### src/hw/rtl/broadcast_discovery_responder_assert.svh
// ----------------------------------------------------------------------------
// Assertion macros for the broadcast discovery responder
// Shared property forms, clocked on aclk and disabled while aresetn is low.
// ----------------------------------------------------------------------------
`ifndef BROADCAST_DISCOVERY_RESPONDER_ASSERT_SVH
`define BROADCAST_DISCOVERY_RESPONDER_ASSERT_SVH

// Same-cycle implication.
`define BDR_ASSERT_IMPL(label, ante, cons) \
    label: assert property (@(posedge aclk) disable iff (!aresetn) (ante) |-> (cons)) \
        else $error("assertion failed in responder logic");

// Next-cycle implication.
`define BDR_ASSERT_NEXT(label, ante, cons) \
    label: assert property (@(posedge aclk) disable iff (!aresetn) (ante) |=> (cons)) \
        else $error("assertion failed in responder logic");

`endif

### src/hw/rtl/bdr_pkg.sv
// ----------------------------------------------------------------------------
// Broadcast discovery responder package
// Frame geometry, register indexes, shared types and the response template.
// ----------------------------------------------------------------------------
package bdr_pkg;

    // Longest receive frame that is still answered.
    localparam int MAX_FRAME_LENGTH = 127;
    // Counter holds up to MAX_FRAME_LENGTH + 1 (saturation value).
    localparam int CNT_W = $clog2(MAX_FRAME_LENGTH + 2);

    // Response frame length and index width.
    localparam int RESP_LEN   = 21;
    localparam int RESP_IDX_W = $clog2(RESP_LEN);

    // Configuration port.
    localparam int CFG_IDX_W = 8;
    localparam logic [CFG_IDX_W-1:0] REG_PAN_ID    = CFG_IDX_W'(0);
    localparam logic [CFG_IDX_W-1:0] REG_OWN_SHORT = CFG_IDX_W'(1);
    localparam logic [15:0] PAN_ID_RESET    = 16'hDECA;
    localparam logic [15:0] OWN_SHORT_RESET = 16'h0002;

    // Receive header and payload bytes.
    localparam logic [7:0] FC_LO       = 8'h41;
    localparam logic [7:0] FC_HI_RX    = 8'h88;
    localparam logic [7:0] BCAST_BYTE  = 8'hFF;
    localparam int PAYLOAD_AT  = 9;
    localparam int DISCOV_LEN  = 6;
    localparam int PING_LEN    = 4;
    localparam int MIN_LEN     = 10;

    // Response template bytes.
    localparam logic [7:0] FC_HI_TX    = 8'h8C;
    localparam logic [7:0] TX_PAN_LO   = 8'h9A;
    localparam logic [7:0] TX_PAN_HI   = 8'h60;
    localparam logic [7:0] TX_FUNC     = 8'h10;

    // One response launch from the receive checker to the generator.
    typedef struct packed {
        logic [7:0]  seq;
        logic [15:0] src;
    } launch_t;

    // Expected character of "DISCOV" at a payload offset.
    function automatic logic [7:0] discov_char(input logic [2:0] idx);
        logic [7:0] ch;
        unique case (idx)
            3'd0:    ch = 8'h44;
            3'd1:    ch = 8'h49;
            3'd2:    ch = 8'h53;
            3'd3:    ch = 8'h43;
            3'd4:    ch = 8'h4F;
            3'd5:    ch = 8'h56;
            default: ch = 8'h00;
        endcase
        return ch;
    endfunction

    // Expected character of "PING" at a payload offset.
    function automatic logic [7:0] ping_char(input logic [1:0] idx);
        logic [7:0] ch;
        unique case (idx)
            2'd0:    ch = 8'h50;
            2'd1:    ch = 8'h49;
            2'd2:    ch = 8'h4E;
            default: ch = 8'h47;
        endcase
        return ch;
    endfunction

    // Response byte at a given position.
    function automatic logic [7:0] resp_byte(input logic [RESP_IDX_W-1:0] idx,
                                             input logic [7:0] seq,
                                             input logic [15:0] src,
                                             input logic [15:0] own);
        logic [7:0] b;
        unique case (idx)
            RESP_IDX_W'(0):  b = FC_LO;
            RESP_IDX_W'(1):  b = FC_HI_TX;
            RESP_IDX_W'(2):  b = seq;
            RESP_IDX_W'(3):  b = TX_PAN_LO;
            RESP_IDX_W'(4):  b = TX_PAN_HI;
            RESP_IDX_W'(5):  b = src[7:0];
            RESP_IDX_W'(6):  b = src[15:8];
            RESP_IDX_W'(13): b = own[7:0];
            RESP_IDX_W'(14): b = own[15:8];
            RESP_IDX_W'(15): b = TX_FUNC;
            default:         b = 8'h00;
        endcase
        return b;
    endfunction

endpackage

### src/hw/rtl/bdr_rx_check.sv
// ----------------------------------------------------------------------------
// Receive frame checker
// Counts and checks received bytes and launches a response at frame end.
// ----------------------------------------------------------------------------
module bdr_rx_check (
    input  logic            aclk,
    input  logic            aresetn,
    input  logic            byte_en,
    input  logic [7:0]      rx_byte,
    input  logic            rx_last,
    input  logic [15:0]     pan_id,
    output logic            launch_valid,
    output bdr_pkg::launch_t launch
);
    import bdr_pkg::*;

    localparam logic [CNT_W-1:0] CNT_MAX     = CNT_W'(MAX_FRAME_LENGTH);
    localparam logic [CNT_W-1:0] POS_FC0     = CNT_W'(0);
    localparam logic [CNT_W-1:0] POS_FC1     = CNT_W'(1);
    localparam logic [CNT_W-1:0] POS_PAN0    = CNT_W'(3);
    localparam logic [CNT_W-1:0] POS_PAN1    = CNT_W'(4);
    localparam logic [CNT_W-1:0] POS_DST0    = CNT_W'(5);
    localparam logic [CNT_W-1:0] POS_DST1    = CNT_W'(6);
    localparam logic [CNT_W-1:0] POS_SRC0    = CNT_W'(7);
    localparam logic [CNT_W-1:0] POS_SRC1    = CNT_W'(8);
    localparam logic [CNT_W-1:0] POS_PAY     = CNT_W'(PAYLOAD_AT);
    localparam logic [CNT_W-1:0] LEN_MIN     = CNT_W'(MIN_LEN);
    localparam logic [CNT_W-1:0] LEN_DISCOV  = CNT_W'(PAYLOAD_AT + DISCOV_LEN);
    localparam logic [CNT_W-1:0] LEN_PING    = CNT_W'(PAYLOAD_AT + PING_LEN);

    logic [CNT_W-1:0] byte_count_reg, byte_count_next;
    logic             header_ok_reg, header_ok_next;
    logic             discov_ok_reg, discov_ok_next;
    logic             ping_ok_reg, ping_ok_next;
    logic [15:0]      source_address_reg, source_address_next;
    logic [7:0]       sequence_number_reg, sequence_number_next;
    logic             launch_valid_reg, launch_valid_next;
    launch_t          launch_reg, launch_next;

    logic             in_range;
    logic             hdr_match;
    logic [CNT_W-1:0] pay_off;
    logic             frame_accept;

    // Per-byte checks against the expected header and payload.
    always_comb begin
        in_range  = (byte_count_reg <= CNT_MAX);
        pay_off   = byte_count_reg - POS_PAY;
        hdr_match = 1'b1;
        if (byte_count_reg == POS_FC0) begin
            hdr_match = (rx_byte == FC_LO);
        end else if (byte_count_reg == POS_FC1) begin
            hdr_match = (rx_byte == FC_HI_RX);
        end else if (byte_count_reg == POS_PAN0) begin
            hdr_match = (rx_byte == pan_id[7:0]);
        end else if (byte_count_reg == POS_PAN1) begin
            hdr_match = (rx_byte == pan_id[15:8]);
        end else if (byte_count_reg == POS_DST0 || byte_count_reg == POS_DST1) begin
            hdr_match = (rx_byte == BCAST_BYTE);
        end

        byte_count_next     = byte_count_reg;
        header_ok_next      = header_ok_reg;
        discov_ok_next      = discov_ok_reg;
        ping_ok_next        = ping_ok_reg;
        source_address_next = source_address_reg;

        if (in_range) begin
            byte_count_next = byte_count_reg + CNT_W'(1);
            header_ok_next  = header_ok_reg & hdr_match;
            if (byte_count_reg == POS_SRC0) begin
                source_address_next = {source_address_reg[15:8], rx_byte};
            end
            if (byte_count_reg == POS_SRC1) begin
                source_address_next = {rx_byte, source_address_reg[7:0]};
            end
            if (byte_count_reg >= POS_PAY && pay_off < CNT_W'(DISCOV_LEN)) begin
                discov_ok_next = discov_ok_reg & (rx_byte == discov_char(pay_off[2:0]));
            end
            if (byte_count_reg >= POS_PAY && pay_off < CNT_W'(PING_LEN)) begin
                ping_ok_next = ping_ok_reg & (rx_byte == ping_char(pay_off[1:0]));
            end
        end
    end

    // Frame decision on the last byte.
    always_comb begin
        frame_accept = (byte_count_next >= LEN_MIN) && (byte_count_next <= CNT_MAX) &&
                       header_ok_next &&
                       ((byte_count_next >= LEN_DISCOV && discov_ok_next) ||
                        (byte_count_next >= LEN_PING && ping_ok_next));
        sequence_number_next = sequence_number_reg;
        launch_valid_next    = 1'b0;
        launch_next          = launch_reg;
        if (byte_en && rx_last && frame_accept) begin
            sequence_number_next = sequence_number_reg + 8'd1;
            launch_valid_next    = 1'b1;
            launch_next.seq      = sequence_number_reg + 8'd1;
            launch_next.src      = source_address_next;
        end
    end

    // Control and frame state.
    always_ff @(posedge aclk) begin
        if (!aresetn) begin
            byte_count_reg      <= '0;
            header_ok_reg       <= 1'b1;
            discov_ok_reg       <= 1'b1;
            ping_ok_reg         <= 1'b1;
            source_address_reg  <= '0;
            sequence_number_reg <= '0;
            launch_valid_reg    <= 1'b0;
        end else begin
            launch_valid_reg    <= launch_valid_next;
            sequence_number_reg <= sequence_number_next;
            if (byte_en) begin
                source_address_reg <= source_address_next;
                if (rx_last) begin
                    byte_count_reg <= '0;
                    header_ok_reg  <= 1'b1;
                    discov_ok_reg  <= 1'b1;
                    ping_ok_reg    <= 1'b1;
                end else begin
                    byte_count_reg <= byte_count_next;
                    header_ok_reg  <= header_ok_next;
                    discov_ok_reg  <= discov_ok_next;
                    ping_ok_reg    <= ping_ok_next;
                end
            end
        end
    end

    // Launch payload.
    always_ff @(posedge aclk) begin
        launch_reg <= launch_next;
    end

    assign launch_valid = launch_valid_reg;
    assign launch       = launch_reg;

endmodule

### src/hw/rtl/bdr_tx_gen.sv
// ----------------------------------------------------------------------------
// Response generator
// Holds one active and one waiting response and streams the 21 bytes out.
// ----------------------------------------------------------------------------
`include "broadcast_discovery_responder_assert.svh"

module bdr_tx_gen (
    input  logic             aclk,
    input  logic             aresetn,
    input  logic             launch_valid,
    input  bdr_pkg::launch_t launch,
    input  logic [15:0]      own_addr,
    output logic             rx_ready,
    output logic             m_tvalid,
    input  logic             m_tready,
    output logic [7:0]       m_tdata,   // [7:0] tx_byte
    output logic             m_tlast    // tx_last
);
    import bdr_pkg::*;

    localparam logic [RESP_IDX_W-1:0] LAST_IDX = RESP_IDX_W'(RESP_LEN - 1);

    logic                  cur_valid_reg, cur_valid_next;
    launch_t               cur_reg, cur_next;
    logic [RESP_IDX_W-1:0] cur_idx_reg, cur_idx_next;
    logic                  pend_valid_reg, pend_valid_next;
    launch_t               pend_reg, pend_next;
    logic                  m_tvalid_reg, m_tvalid_next;
    logic [7:0]            m_tdata_reg, m_tdata_next;
    logic                  m_tlast_reg, m_tlast_next;

    logic out_load;
    logic cur_done;

    // Byte sequencing and slot handover.
    always_comb begin
        out_load = cur_valid_reg && (!m_tvalid_reg || m_tready);
        cur_done = out_load && (cur_idx_reg == LAST_IDX);

        m_tvalid_next = m_tvalid_reg && !m_tready;
        m_tdata_next  = m_tdata_reg;
        m_tlast_next  = m_tlast_reg;
        if (out_load) begin
            m_tvalid_next = 1'b1;
            m_tdata_next  = resp_byte(cur_idx_reg, cur_reg.seq, cur_reg.src, own_addr);
            m_tlast_next  = (cur_idx_reg == LAST_IDX);
        end

        cur_valid_next  = cur_valid_reg;
        cur_next        = cur_reg;
        cur_idx_next    = cur_idx_reg;
        pend_valid_next = pend_valid_reg;
        pend_next       = pend_reg;

        if (out_load) begin
            cur_idx_next = cur_idx_reg + RESP_IDX_W'(1);
        end
        if (!cur_valid_reg || cur_done) begin
            // Active slot frees up: refill it from the waiting slot or a new launch.
            cur_idx_next = '0;
            if (pend_valid_reg) begin
                cur_valid_next  = 1'b1;
                cur_next        = pend_reg;
                pend_valid_next = 1'b0;
            end else if (launch_valid) begin
                cur_valid_next = 1'b1;
                cur_next       = launch;
            end else begin
                cur_valid_next = 1'b0;
            end
        end else if (launch_valid) begin
            pend_valid_next = 1'b1;
            pend_next       = launch;
        end
    end

    // Control state.
    always_ff @(posedge aclk) begin
        if (!aresetn) begin
            cur_valid_reg  <= 1'b0;
            cur_idx_reg    <= '0;
            pend_valid_reg <= 1'b0;
            m_tvalid_reg   <= 1'b0;
        end else begin
            cur_valid_reg  <= cur_valid_next;
            cur_idx_reg    <= cur_idx_next;
            pend_valid_reg <= pend_valid_next;
            m_tvalid_reg   <= m_tvalid_next;
        end
    end

    // Payload state.
    always_ff @(posedge aclk) begin
        cur_reg     <= cur_next;
        pend_reg    <= pend_next;
        m_tdata_reg <= m_tdata_next;
        m_tlast_reg <= m_tlast_next;
    end

    // Receive side stalls only while a response is waiting behind the active one.
    assign rx_ready = !pend_valid_reg;
    assign m_tvalid = m_tvalid_reg;
    assign m_tdata  = m_tdata_reg;
    assign m_tlast  = m_tlast_reg;

    // A launch never meets a full waiting slot.
    `BDR_ASSERT_IMPL(a_no_launch_overrun, launch_valid, !pend_valid_reg)
    // A waiting response always sits behind an active one.
    `BDR_ASSERT_IMPL(a_pend_behind_cur, pend_valid_reg, cur_valid_reg)
    // The final response byte carries the last mark.
    `BDR_ASSERT_NEXT(a_last_marked, cur_done, m_tvalid_reg && m_tlast_reg)

endmodule

### src/hw/rtl/broadcast_discovery_responder.sv
// ----------------------------------------------------------------------------
// Broadcast discovery responder
// Checks received broadcast frames and answers DISCOV and PING with a
// 21-byte response frame.
//
//   Channel   Dir   Payload                       Transfer when
//   s_        in    tdata = rx_byte, tlast        s_tvalid & s_tready
//   m_        out   tdata = tx_byte, tlast        m_tvalid & m_tready
//   cfg_      in    cfg_index, cfg_data (16 bit)  cfg_valid & cfg_ready
//
// One received byte is taken per cycle while s_tready is high; checking is
// a single pass per byte. An accepted frame's response passes the launch
// register and the active slot, then leaves the output register one byte
// per cycle while m_tready is high. One response can wait behind the active
// one; s_tready drops only while that waiting slot is occupied. Reset is
// synchronous and needs no clearing pass. cfg_ready is always high.
// ----------------------------------------------------------------------------
module broadcast_discovery_responder (
    input  logic                          aclk,
    input  logic                          aresetn,
    input  logic                          s_tvalid,
    output logic                          s_tready,
    input  logic [7:0]                    s_tdata,   // [7:0] rx_byte
    input  logic                          s_tlast,   // rx_last
    output logic                          m_tvalid,
    input  logic                          m_tready,
    output logic [7:0]                    m_tdata,   // [7:0] tx_byte
    output logic                          m_tlast,   // tx_last
    input  logic                          cfg_valid,
    output logic                          cfg_ready,
    input  logic [bdr_pkg::CFG_IDX_W-1:0] cfg_index,
    input  logic [15:0]                   cfg_data
);
    import bdr_pkg::*;

    logic [15:0] pan_id_reg;
    logic [15:0] own_short_reg;
    logic        byte_en;
    logic        launch_valid;
    launch_t     launch;

    // Configuration registers; unknown indexes are ignored.
    always_ff @(posedge aclk) begin
        if (!aresetn) begin
            pan_id_reg    <= PAN_ID_RESET;
            own_short_reg <= OWN_SHORT_RESET;
        end else if (cfg_valid) begin
            if (cfg_index == REG_PAN_ID) begin
                pan_id_reg <= cfg_data;
            end
            if (cfg_index == REG_OWN_SHORT) begin
                own_short_reg <= cfg_data;
            end
        end
    end

    assign cfg_ready = 1'b1;
    assign byte_en   = s_tvalid && s_tready;

    // Receive checker.
    bdr_rx_check u_rx_check (
        .aclk         (aclk),
        .aresetn      (aresetn),
        .byte_en      (byte_en),
        .rx_byte      (s_tdata),
        .rx_last      (s_tlast),
        .pan_id       (pan_id_reg),
        .launch_valid (launch_valid),
        .launch       (launch)
    );

    // Response generator.
    bdr_tx_gen u_tx_gen (
        .aclk         (aclk),
        .aresetn      (aresetn),
        .launch_valid (launch_valid),
        .launch       (launch),
        .own_addr     (own_short_reg),
        .rx_ready     (s_tready),
        .m_tvalid     (m_tvalid),
        .m_tready     (m_tready),
        .m_tdata      (m_tdata),
        .m_tlast      (m_tlast)
    );

endmodule

### config.mk
export PLATFORM = sky130hd
export DESIGN_NAME = broadcast_discovery_responder
export DESIGN_NICKNAME = d
export VERILOG_FILES = /design/src/hw/rtl/bdr_pkg.sv /design/src/hw/rtl/bdr_rx_check.sv /design/src/hw/rtl/bdr_tx_gen.sv /design/src/hw/rtl/broadcast_discovery_responder.sv
export VERILOG_INCLUDE_DIRS = /design/src /design/src/hw/rtl
export SDC_FILE = /design/constraint.sdc
export NUM_CORES = 1
export LEC_CHECK = 0
export ABC_AREA = 1
export BUFFER_PORTS_ARGS = -buffer_cell sky130_fd_sc_hd__buf_2
export CAP_MARGIN = 20
export CORE_MARGIN = 2
export CORE_UTILIZATION = 40
export CTS_BUF_LIST = sky130_fd_sc_hd__clkbuf_4 sky130_fd_sc_hd__clkbuf_8
export CTS_CLUSTER_SIZE = 25
export DETAILED_ROUTE_END_ITERATION = 7
export GPL_ROUTABILITY_DRIVEN = 0
export PLACE_DENSITY = 0.54
export RECOVER_POWER = 50
export SYNTH_ARGS = -nofsm -noshare
export SYNTH_HDL_FRONTEND = slang
export SYNTH_HIERARCHICAL = 1
export SYNTH_SLANG_ARGS = --single-unit
### constraint.sdc
create_clock -name aclk -period 4.6 [get_ports aclk]
set_input_delay 0.46 -clock aclk [delete_from_list [all_inputs] [get_ports aclk]]
set_output_delay 0.46 -clock aclk [all_outputs]
set_load 0.01 [all_outputs]
==> After elaboration in Yosys (flattened, before gate mapping) <==
Cells that the tools add are included.
{ "word_totals": {"output_inout_bits": 12, "input_bits": 38, "ff_bits": 157} }
{ "op_classes": {"mux": 31, "n_bitwise": 5, "reduce_logical": 32, "magnitude_cmp": 8, "n_eq_ne": 32, "add_sub_neg": 4} }
{ "op_table": {"columns": ["operator", "n"], "rows": [
  ["$pmux 8 s10", 1],
  ["$mux 8", 7],
  ["$mux 24", 2],
  ["$pmux 7 s6", 1],
  ["$eq 8x3->1 const B", 4],
  ["$eq 8x8->1", 4],
  ["$ge 8x4->1 const B", 4],
  ["$mux 16", 2],
  ["$mux 1", 17],
  ["$add 8x1->8 const B", 2],
  ["$eq 8x1->1 const B", 2],
  ["$eq 8x8->1 const B", 2],
  ["$le 8x7->1 const B", 2],
  ["$logic_not 8->1", 2],
  ["$lt 8x3->1 const B", 2],
  ["$eq 5x3->1 const B", 3],
  ["$eq 5x4->1 const B", 3],
  ["$pmux 5 s3", 1],
  ["$logic_and 1x1->1", 13],
  ["$eq 5x2->1 const B", 2],
  ["$eq 8x2->1 const B", 1],
  ["$eq 8x4->1 const B", 1],
  ["$eq 8x7->1 const B", 1],
  ["$reduce_and 2->1", 4],
  ["18 further kinds", 29]
]} }

==> Longest topological paths before layout <==
Gate-level depths: netlist of the first run.
{ "depth": {"ltp_word": 14, "ltp_mapped": 18, "mapped_depth_nobuf": 18} }

==> By module <==
The synthesis of the first run kept the hierarchy.
{ "modules_own_cells": {"columns": ["module", "n_inst", "seq_area_each_um2", "cells_each", "area_each_um2"], "rows": [
  ["bdr_rx_check", 1, 1441.4, 485, 3517.1],
  ["bdr_tx_gen", 1, 1871.8, 306, 2926.6],
  ["broadcast_discovery_responder", 1, 640.6, 191, 1360.1]
]} }

==> Least setup slack after synthesis of the first run <==
OpenSTA, ideal clock, no wires.
{ "synth_path": {"kind": "reg-to-reg", "start": "reg u_rx_check.byte_count_reg[0]", "end": "reg u_rx_check.launch_reg, in the netlist u_rx_check/launch[0] (enable)", "n_path_buf": 0, "path_slack_ns": 1.943, "arrival_ns": 2.278, "period_less_slack_ns": 2.657, "path_stages_with_launch": 16, "path_cell_list": "dfxtp_1 inv_2 ha_1 nand2_1 nand2_1 o21ai_0 nand2_1 nand2_1 nand2_1 nor2_1 nand3_1 nand2_1 nand3_1 nand2_2 nand3_2 inv_1"} }
{ "synth_between": {"elab_chain_len": 13} }
{ "synth_rtl": {"columns": ["element", "line", "text"], "rows": [
  ["from (decl)", "bdr_rx_check.sv:31", "logic [CNT_W-1:0] byte_count_reg, byte_count_next;"],
  ["from (signal assigned)", "bdr_rx_check.sv:124", "byte_count_reg <= byte_count_next;"],
  ["$sub 8x4->8", "bdr_rx_check.sv:48", "pay_off = byte_count_reg - POS_PAY;"],
  ["$eq 3x3->1 (tied with other cells)", "bdr_pkg.sv:47", "unique case (idx)"],
  ["$pmux 7 s6 / $pmux 5 s3 (equally long branches)", "bdr_pkg.sv:47, bdr_pkg.sv:62", null],
  ["$mux 8 (on tied branches)", "bdr_rx_check.sv:77, bdr_rx_check.sv:80", null],
  ["$mux 8", "bdr_rx_check.sv:68", "if (in_range) begin"],
  ["$eq 8x8->1 (on tied branches)", "bdr_rx_check.sv:78, bdr_rx_check.sv:81", null],
  ["$and 1x1->1 (on tied branches)", "bdr_rx_check.sv:78, bdr_rx_check.sv:81", null],
  ["$mux 1 (on tied branches)", "bdr_rx_check.sv:77, bdr_rx_check.sv:80", null],
  ["$mux 1", "bdr_rx_check.sv:68", null],
  ["$logic_and 1x1->1 (on tied branches)", "bdr_rx_check.sv:90, bdr_rx_check.sv:91", null],
  ["$logic_or 1x1->1", "bdr_rx_check.sv:90", "((byte_count_next >= LEN_DISCOV && discov_ok_next) ||"],
  ["$logic_and 1x1->1 *", "bdr_rx_check.sv:89", "header_ok_next &&"],
  ["$logic_and 1x1->1 *", "bdr_rx_check.sv:95", "if (byte_en && rx_last && frame_accept) begin"],
  ["to (signal assigned)", "bdr_rx_check.sv:135", "launch_reg <= launch_next;"],
  ["to (decl)", "bdr_rx_check.sv:38", "launch_t launch_reg, launch_next;"]
]} }
Every way passes the cells marked *; elsewhere a longest branch is shown, timed or not. The select of a mux whose other input is x is not followed.
A chain may end at the register's enable or synchronous reset.

==> Worst setup path in the final report of the first run <==
{ "layout_path": {"start": "reg u_tx_gen.pend_valid_reg", "end": "reg u_rx_check.launch_reg, in the netlist u_rx_check/launch[10] (enable)"} }
{ "layout_between": {"elab_chain_len": 4} }
{ "layout_rtl": {"columns": ["element", "line", "text"], "rows": [
  ["from (decl)", "bdr_tx_gen.sv:26", "logic pend_valid_reg, pend_valid_next;"],
  ["from (signal assigned)", "bdr_tx_gen.sv:87", "pend_valid_reg <= pend_valid_next;"],
  ["$logic_not 1->1", "bdr_tx_gen.sv:101", "assign rx_ready = !pend_valid_reg;"],
  ["$logic_and 1x1->1", "broadcast_discovery_responder.sv:58", "assign byte_en = s_tvalid && s_tready;"],
  ["named net byte_en", "broadcast_discovery_responder.sv:38", "logic byte_en;"],
  ["$logic_and 1x1->1 (2 in series)", "bdr_rx_check.sv:95", null]
]} }
The timed path passes the listed nets, and every way through them passes these cells.

==> flow_summary.yaml, run 1 <==
grt:
  grt_pass1_wl_um: 29850
  grt_max_degree: 44
  grt_remaining_overflow: 0
  grtUsageMet3_pct: 3.232
  use_met1_pct: 24.62
  gr-max-usage-layer: "met2"
  antenna_found_initial: 0
  track_usage_pct: 18.79
  grtUsageMet2_pct: 31.38
  grt_pass1_vias: 5714
routing:
  drt_iter0_drc: 395
  first_pass_iters: 5
  wl_per_cell_um: 13.98
  vias: 6084
  drc_errors: 0
  ant_nets: 0
  totalWireLength_um: 18110
  via_per_inst: 4.694
timing:
  fin_tns_setup_ps: 0
  worstMarginPinSlew_ps: 2027
  max_freq_mhz: 280.5
  clock_skew_ps: 16.99
  fin_crit_sh_pct: 77.51
  fin_crit_ps: 3565
  maxSlewHeadroom_pct: -35.11
  setup_violations: 0
  grt_setup_unrepaired: "no"
  hold_viol: 0
  slew_viol_final: 44
floorplan:
  dieHeight_um: 143.7
  dieArea_um2: 20640
  coreArea_um2: 19270
  die_w_um: 143.7
  io_pins: 50
  start_util_pct: 40.49
  core.rowCount: 51
placement:
  dp_hpwl_um: 13070
  io_buffer_count: 48
  dpl.cell_count: 1264
power:
  p_leak_nw: 3.686
  power_mw: 2.801
  power_density_nw_per_um2: 324.3
  vdd_ir_drop_max_mv: 0.1890
synthesis:
  synth_top_cell_by_area: "edfxtp_1"
  synthTopCellsByArea: "edfxtp_1 (31%), dfxtp_1 (19%), nand2_1 (14%)"
  syn_nets: 1032
  synth_cell_type_count: 40
  syn-cell-area_um2: 7804
  synth_edf_count: 81
  ys_seq_elements: 157
  yosysMostFrequentCell: "nand2_1"
  ys.warnings.count: 6
  async_flop_share_pct: 0
  ys.flop_type: "edfxtp_1"
  netlist.area_leader.share_pct: 31.17
  syn_avg_cell_area_um2: 7.947
  ys_top_cells_by_count: "nand2_1 (293), inv_1 (113), nor2_1 (110), nand3_1 (86), edfxtp_1 (81)"
  syn_inst: 982
  ys_seq_area_share_pct: 50.67
worst_setup_path:
  cp-start-kind: "register"
  rr_worst_depth: 8
  cp_top_family: "buffers and inverters"
  regToRegStartpoint: "u_tx_gen/pend_valid_reg"
  path_class: "register to register"
  r2r_slack_ps: 1030
  required_ps: 4650
  cp_slowest_cell: "inv_1"
  crit_chain: "clkbuf_1, inv_1, nand2_1, inv_1, nand2_1, nor3_2, nand3_2, inv_1"
  cp-end-kind: "register"
  cp-endpoint: "u_rx_check/launch[10]"
  arrival_ps: 3620
  path_buf_inv: 4
  cp_max_fo: 26
  crit_path_frequent_cell: "inv_1"
  setup.worst_path.start: "u_tx_gen/pend_valid_reg"
  cp_slowest_stage_delay_ps: 800
  r2r-end: "u_rx_check/launch[10]"
  path_depth: 8
run_status:
  outcome: "finished with violations"
  violations: "capacitance limit, slew limit"
cells_and_area:
  seq_area_um2: 3954
  final_nets: 1069
  diodes: 0
  multiInputGateArea_um2: 3184
  finalNonFillerCells: 1296
  fill_cells: 1984
  areaGrowthSynthToFinish_pct: 10.69
  final_layout_size_suffix_gt1_share_pct: 11.06
  post-route-util_pct: 44.83
cts:
  root_buffer: "clkbuf_8"
  post_cts_buffers: 0
  cts_resized: 0
  cts_sinks: 157
  cts_buffer_depth: 2
  htree_levels: 4
  numCtsBuffers: 17
  clk_pin_slew_worst_paths_ps: 90
  worst_skew_pair.late_latency_ps: 440
  ctsHoldBuffers: 0
  cts_tree: "built"
hold_path:
  hp-class: "input pin to register"
  hold_path_depth: 3
flow_run:
  drv_cap: 1
==> worst min-delay path by stage <==
stage | slack [ps] | startpoint | to
CTS | 240 | cfg_data[1] | own_short_reg[1]
floorplan | 430 | u_rx_check/launch[0] | u_tx_gen/pend_reg[0]
detailed placement | 430 | u_rx_check/launch[19] | u_tx_gen/pend_reg[19]
global placement | 430 | u_rx_check/launch[19] | u_tx_gen/pend_reg[19]
global route | 230 | cfg_data[1] | own_short_reg[1]
finish | 280 | cfg_data[1] | own_short_reg[1]
==> routing by layer <==
metal	routed length (µm)	up-vias
met2	8651	116
met4	425	0
met1	8446	2744
met5	0	-
li1	-	3204
met3	589	20
==> power breakdown <==
group	internal, mW	leakage, nW	total [mW]	switching (mW)
clock	0.670	0.230	1.18	0.507
sequential	1.47	1.34	1.47	0.00469
combinational	0.0492	2.12	0.150	0.101
total	2.19	3.69	2.80	0.613
==> area by class of cell <==
type,count,area share (%)
clock inverters,11,2.202
multi-input cells,669,36.86
inverters,122,5.316
flip-flops and latches,157,45.77
well taps,265,3.838
repair buffers,52,2.969
clock buffers,20,3.042
==> worst min-delay path: stages <==
cell	delay, ps
buf_2	110
nand2_1	50
nand3_1	70
==> logic make-up (layout without fill, tap and decap cells) <==
logic type / after synthesis / count (layout) / share of synthesized area, %
AOI/OAI and AO/OA: 91 / 91 / 6.077
xor gates and xnor gates: 21 / 21 / 2.357
adders and majority gates: 12 / 12 / 1.924
buffers and inverters: 156 / 205 / 8.401
DFF: 157 / 157 / 50.67
other: 1 / 1 / 0.04805
and+or+nand+nor: 544 / 544 / 30.53
==> stage by stage <==
| step | worst slack, ps | hold WS [ps] | instance area, µm² |
|---|---|---|---|
| detailed placement | 1255 | 434.7 | 8205 |
| global placement | 1317 | 430.4 | 8205 |
| finish | 1035 | 282.1 | 8638 |
| floorplan | 1943 | 426.8 | 7804 |
| CTS | 1238 | 235.5 | 8658 |
| global route | 621.4 | 234.3 | 8638 |
==> placed cells by master (no fill, tap or decap), types with 2 or more instances in the layout <==
cell type and count:
nand2_1 293, inv_1 114, nor2_1 112, nand3_1 87, edfxtp_1 81, dfxtp_1 76, o21ai_0 41, buf_2 37
a21oi_1 37, clkbuf_8 18, xnor2_1 14, clkbuf_1 13, ha_1 12, nand4_1 10, nor2_4 8, nand2_2 8
nor2_2 7, inv_2 7, o21ai_1 7, xor2_1 7, bufinv_16 5, nor3_1 5, clkinv_2 4, nor3_2 3
clkbuf_4 2, nand3_2 2, or2_2 2
Note: power is estimated with default switching activity, not from simulation.
==> run 2: changes to the inputs <==
PLACE_DENSITY = 0.57   (was 0.54)
clock period = 2.9 ns   (was 4.6 ns; I/O delays follow)
==> flow_summary.yaml, run 2 (synthesized netlist as in run 1, its figures left out) <==
run_status:
  outcome: "finished with violations"
  violations: "capacitance limit, slew limit"
grt:
  grt_pass1_vias: 5661
  antenna_found_initial: 0
  grt_remaining_overflow: 0
  track_usage_pct: 17.77
  grt_max_degree: 44
  grt_pass1_wl_um: 28310
routing:
  dr_wl_met2_um: 8161
  wl_per_cell_um: 13.34
  drc_errors: 0
  dr_wl_met3_um: 576
  drt_iter0_drc: 380
  wl_met1_um: 8275
  via_per_inst: 4.662
  vias: 6089
  ant_nets: 0
  top_layer: "met4"
  first_pass_iters: 5
  totalWireLength_um: 17420
cts:
  cts_sinks: 157
  cts_buffer_depth: 2
  numCtsBuffers: 17
  worst_skew_pair.late_latency_ps: 450
  cts_tree: "built"
  root_buffer: "clkbuf_8"
  clk_pin_slew_worst_paths_ps: 90
  post_cts_buffers: 0
  htree_levels: 4
timing:
  max_freq_mhz: 387.8
  grt_setup_unrepaired: "no"
  fin_crit_ps: 2578
  fin_tns_setup_ps: 0
  slew_viol_final: 24
  clock_skew_ps: 16.88
  maxSlewHeadroom_pct: -1.720
  fin_crit_sh_pct: 88.91
  hold_ws_ps: 89.71
  hold_viol: 0
  setup_violations: 0
  worstMarginPinSlew_ps: 1520
  finalWorstSetupSlack_ps: 321.5
floorplan:
  coreArea_um2: 19270
  dieArea_um2: 20640
  start_util_pct: 40.49
  die_w_um: 143.7
  dieHeight_um: 143.7
  core.rowCount: 51
  io_pins: 50
flow_run:
  drv_cap: 1
power:
  switching_share_pct: 21.79
  clkPwrFrac_pct: 39.6
  pwr-share-seq_pct: 54.8
  p_leak_nw: 3.725
  power_mw: 4.264
  p_int_mw: 3.335
  p_sw_mw: 0.9294
  vdd_ir_drop_max_mv: 0.2995
  comb_power_share_pct: 5.6
  power_density_nw_per_um2: 492.4
hold_path:
  hp-class: "input pin to register"
  worstHoldStart: "cfg_data[1]"
  hold_path_depth: 3
  holdPathEnd: "own_short_reg[1]"
worst_setup_path:
  crit_chain: "inv_1, ha_1, nand2_1, nand2_1, o21ai_0, nand2_1, nand2_1, nand2_1, nor2_1, nand3_1, nand2_1, nand3_1, nand2_2, nand3_2, inv_1, buf_12"
  path_buf_inv: 3
  regToRegStartpoint: "u_rx_check/byte_count_reg[1]"
  arrival_ps: 2730
  cp_slowest_cell: "dfxtp_2"
  r2r_slack_ps: 320
  path_class: "register to register"
  setup.worst_path.start: "u_rx_check/byte_count_reg[1]"
  cp-start-kind: "register"
  cp-end-kind: "register"
  required_ps: 3050
  r2r-end: "u_rx_check/launch[10]"
  cp_max_fo: 24
  cp_top_family: "simple AND/OR/NAND/NOR gates"
  crit_path_frequent_cell: "nand2_1"
  rr_worst_depth: 16
  cp_slowest_stage_delay_ps: 400
placement:
  pre_cts_slack_ps: 257.1
  io_buffer_count: 48
  dpl.cell_count: 1274
  dp_hpwl_um: 12760
cells_and_area:
  fill_cells: 2005
  final_cell_mix: "nand2_1 (293), inv_1 (114), nor2_1 (113), nand3_1 (87), edfxtp_1 (81)"
  final_common_cell: "nand2_1"
  seq_area_um2: 3955
  multiInputGateArea_um2: 3171
  diodes: 0
  final_layout_size_suffix_gt1_share_pct: 12.10
  finalNonFillerCells: 1306
  final_nets: 1078
  areaGrowthSynthToFinish_pct: 10.97
==> run 2: cell count changes in the layout (fill, tap and decap cells not counted), sizes merged <==
| cell | change |
|---|---|
| buf | +11 |
| bufinv | -2 |
| clkbuf | +2 |
| inv | -1 |
==> run 2: repair_timing <==
action,CTS,global route
hold buffers,0,0
setup endpoints to repair,0,24
gates resized for setup,0,1
==> run 2: layout make-up <==
cell class              count  share of cell area (%)
clock buffers              24                   3.381
clock inverters             8                   1.344
inverters                 122                   5.303
multi-input cells         669                   36.61
flip-flops and latches    157                   45.67
well taps                 265                   3.829
repair buffers             61                   3.858
==> run 2: worst max-delay path by stage <==
stage	endpoint	cells after the start	slack (ps)
after floorplan	u_rx_check/launch[0]	15	240
after global placement	u_rx_check/launch[8]	16	330
after detailed placement	u_rx_check/launch[13]	16	260
after CTS	u_rx_check/launch[5]	16	220
after global routing	u_rx_check/launch[17]	13	3
final	u_rx_check/launch[10]	16	320
==> run 2: per-layer routing <==
layer	vias to the layer above	global-route usage (%)
met3	23	3.932
met4	0	7.069
met2	110	29.32
li1	3232	-
met1	2724	22.69
met5	-	0
==> run 2: worst reg2reg max path: cells and delay by family, from the launching register on <==
family / cells / cell delay (ps)
AO/OA/AOI/OAI: 1 / 140
buffers and inverters: 3 / 450
adder cells (fa/ha/maj): 1 / 210
AND/OR/NAND/NOR: 11 / 1060
flip-flops: 1 / 400
==> run 2: power by group through the flow <==
stage / clock [mW] / combinational [mW] / sequential (mW)
floorplan: 0 / 0.164 / 2.39
global placement: 0 / 0.238 / 2.39
detailed placement: 0 / 0.240 / 2.39
CTS: 1.74 / 0.241 / 2.34
global route: 1.83 / 0.272 / 2.34
finish: 1.69 / 0.240 / 2.34
==> run 2: stage by stage <==
| stage | cell area, µm² | util (%) |
|---|---|---|
| 6_report | 8660 | 44.94 |
| 3_5_place_dp | 8293 | 43.03 |
| 4_1_cts | 8702 | 45.16 |
| 2_1_floorplan | 7804 | - |
| 5_1_grt | 8660 | 44.94 |
| 3_3_place_gp | 8293 | 43.03 |
==> run 3: changes to the inputs <==
--- a/constraint.sdc
+++ b/constraint.sdc
@@ -3,2 +3,2 @@
 set_output_delay 0.29 -clock aclk [all_outputs]
-set_load 0.01 [all_outputs]
+set_load 0.1 [all_outputs]
==> flow_summary.yaml, run 3 (synthesized netlist as in run 1, its figures left out) <==
grt:
  grt_pass1_wl_um: 28310
  grt_remaining_overflow: 0
  track_usage_pct: 17.77
  antenna_found_initial: 0
  grt_pass1_vias: 5661
  grt_max_degree: 44
placement:
  pre_cts_slack_ps: 257.1
  dpl.cell_count: 1274
  dp_hpwl_um: 12760
  io_buffer_count: 48
cts:
  ctsHoldBuffers: 0
  cts_resized: 0
  post_cts_buffers: 0
  htree_levels: 4
  clk_pin_slew_worst_paths_ps: 90
  worst_skew_pair.late_latency_ps: 450
  cts_tree: "built"
  cts_buffer_depth: 2
  cts_sinks: 157
  root_buffer: "clkbuf_8"
  numCtsBuffers: 17
timing:
  fin_tns_setup_ps: 0
  worstMarginPinSlew_ps: 1520
  hold_viol: 0
  fin_crit_sh_pct: 88.97
  setup_violations: 0
  grt_setup_unrepaired: "no"
  maxSlewHeadroom_pct: -1.720
  clock_skew_ps: 16.91
  fin_crit_ps: 2580
  finalWorstSetupSlack_ps: 319.9
  slew_viol_final: 24
  max_freq_mhz: 387.6
routing:
  wl_per_cell_um: 13.34
  drt_iter0_drc: 380
  totalWireLength_um: 17420
  first_pass_iters: 5
  drc_errors: 0
  ant_nets: 0
  vias: 6087
  via_per_inst: 4.661
floorplan:
  dieHeight_um: 143.7
  start_util_pct: 40.49
  io_pins: 50
  die_w_um: 143.7
  core.rowCount: 51
  coreArea_um2: 19270
  dieArea_um2: 20640
cells_and_area:
  post-route-util_pct: 44.94
  finalNonFillerCells: 1306
  final_common_cell: "nand2_1"
  final_cell_mix: "nand2_1 (293), inv_1 (114), nor2_1 (113), nand3_1 (87), edfxtp_1 (81)"
  areaGrowthSynthToFinish_pct: 10.98
  fill_cells: 2004
  final_layout_size_suffix_gt1_share_pct: 12.20
  diodes: 0
  final_nets: 1078
worst_setup_path:
  path_class: "register to register"
  crit_chain: "inv_1, ha_1, nand2_1, nand2_1, o21ai_0, nand2_1, nand2_1, nand2_1, nor2_1, nand3_1, nand2_1, nand3_1, nand2_2, nand3_2, inv_1, buf_12"
  rr_worst_depth: 16
  cp-end-kind: "register"
  required_ps: 3050
  crit_path_frequent_cell: "nand2_1"
  cp-start-kind: "register"
  r2r-end: "u_rx_check/launch[10]"
  cp_slowest_stage_delay_ps: 400
  r2r_slack_ps: 320
  cp_max_fo: 24
  regToRegStartpoint: "u_rx_check/byte_count_reg[1]"
  cp_slowest_cell: "dfxtp_2"
  arrival_ps: 2730
power:
  power_mw: 4.269
  vdd_ir_drop_max_mv: 0.2995
  p_leak_nw: 3.729
  power_density_nw_per_um2: 492.9
run_status:
  outcome: "finished with violations"
  violations: "capacitance limit, slew limit"
hold_path:
  holdPathEnd: "own_short_reg[1]"
  hold_path_depth: 3
  hp-class: "input pin to register"
  worstHoldStart: "cfg_data[1]"
flow_run:
  drv_cap: 1
run 3: stage by stage:
step                hold slack [ps]  cell area [µm²]
floorplan                     410.7             7804
global placement              432.3             8293
detailed placement            438.7             8293
CTS                           48.65             8702
global route                  69.00             8661
finish                        89.71             8661
run 3: per-layer routing:
| layer | part of all wire [%] | vias to the layer above | global-route usage, % |
|---|---|---|---|
| met5 | 0 | - | 0 |
| met4 | 2.3 | 0 | 7.069 |
| met3 | 3.2 | 23 | 3.932 |
| met2 | 47 | 107 | 29.32 |
| met1 | 48 | 2725 | 22.69 |
| li1 | - | 3232 | - |
run 3: final cells by class:
type | instances | area (µm²) | area share [%]
multi-input cells | 669 | 3171 | 36.61
inverters | 122 | 459.2 | 5.302
well taps | 265 | 331.6 | 3.828
clock inverters | 8 | 116.4 | 1.344
flip-flops and latches | 157 | 3955 | 45.67
clock buffers | 24 | 292.8 | 3.381
repair buffers | 61 | 335.3 | 3.872
run 3: worst max path at each step:
stage,slack [ps],startpoint,end,depth (start not counted)
floorplan,230,u_tx_gen/m_tvalid,u_tx_gen/cur_reg[0],3
global placement,330,u_rx_check/byte_count_reg[1],u_rx_check/launch[8],16
detailed placement,260,u_rx_check/byte_count_reg[1],u_rx_check/launch[13],16
CTS,220,u_rx_check/byte_count_reg[1],u_rx_check/launch[5],16
global route,3,u_rx_check/byte_count_reg[0],u_rx_check/launch[17],13
finish,320,u_rx_check/byte_count_reg[1],u_rx_check/launch[10],16
run 3: critical path, delay by kind of cell (launching register included):
kind	cells	cell delay (ps)
and+or+nand+nor	11	1060
buffers and inverters	3	450
DFF	1	400
adders and majority gates	1	210
AOI/OAI and AO/OA	1	140
run 3: power by group:
part           total [mW]  internal, mW  leakage, nW  switching, mW
combinational       0.245        0.0793         2.17          0.165
clock                1.69         0.925        0.213          0.763
sequential           2.34          2.33         1.34        0.00579
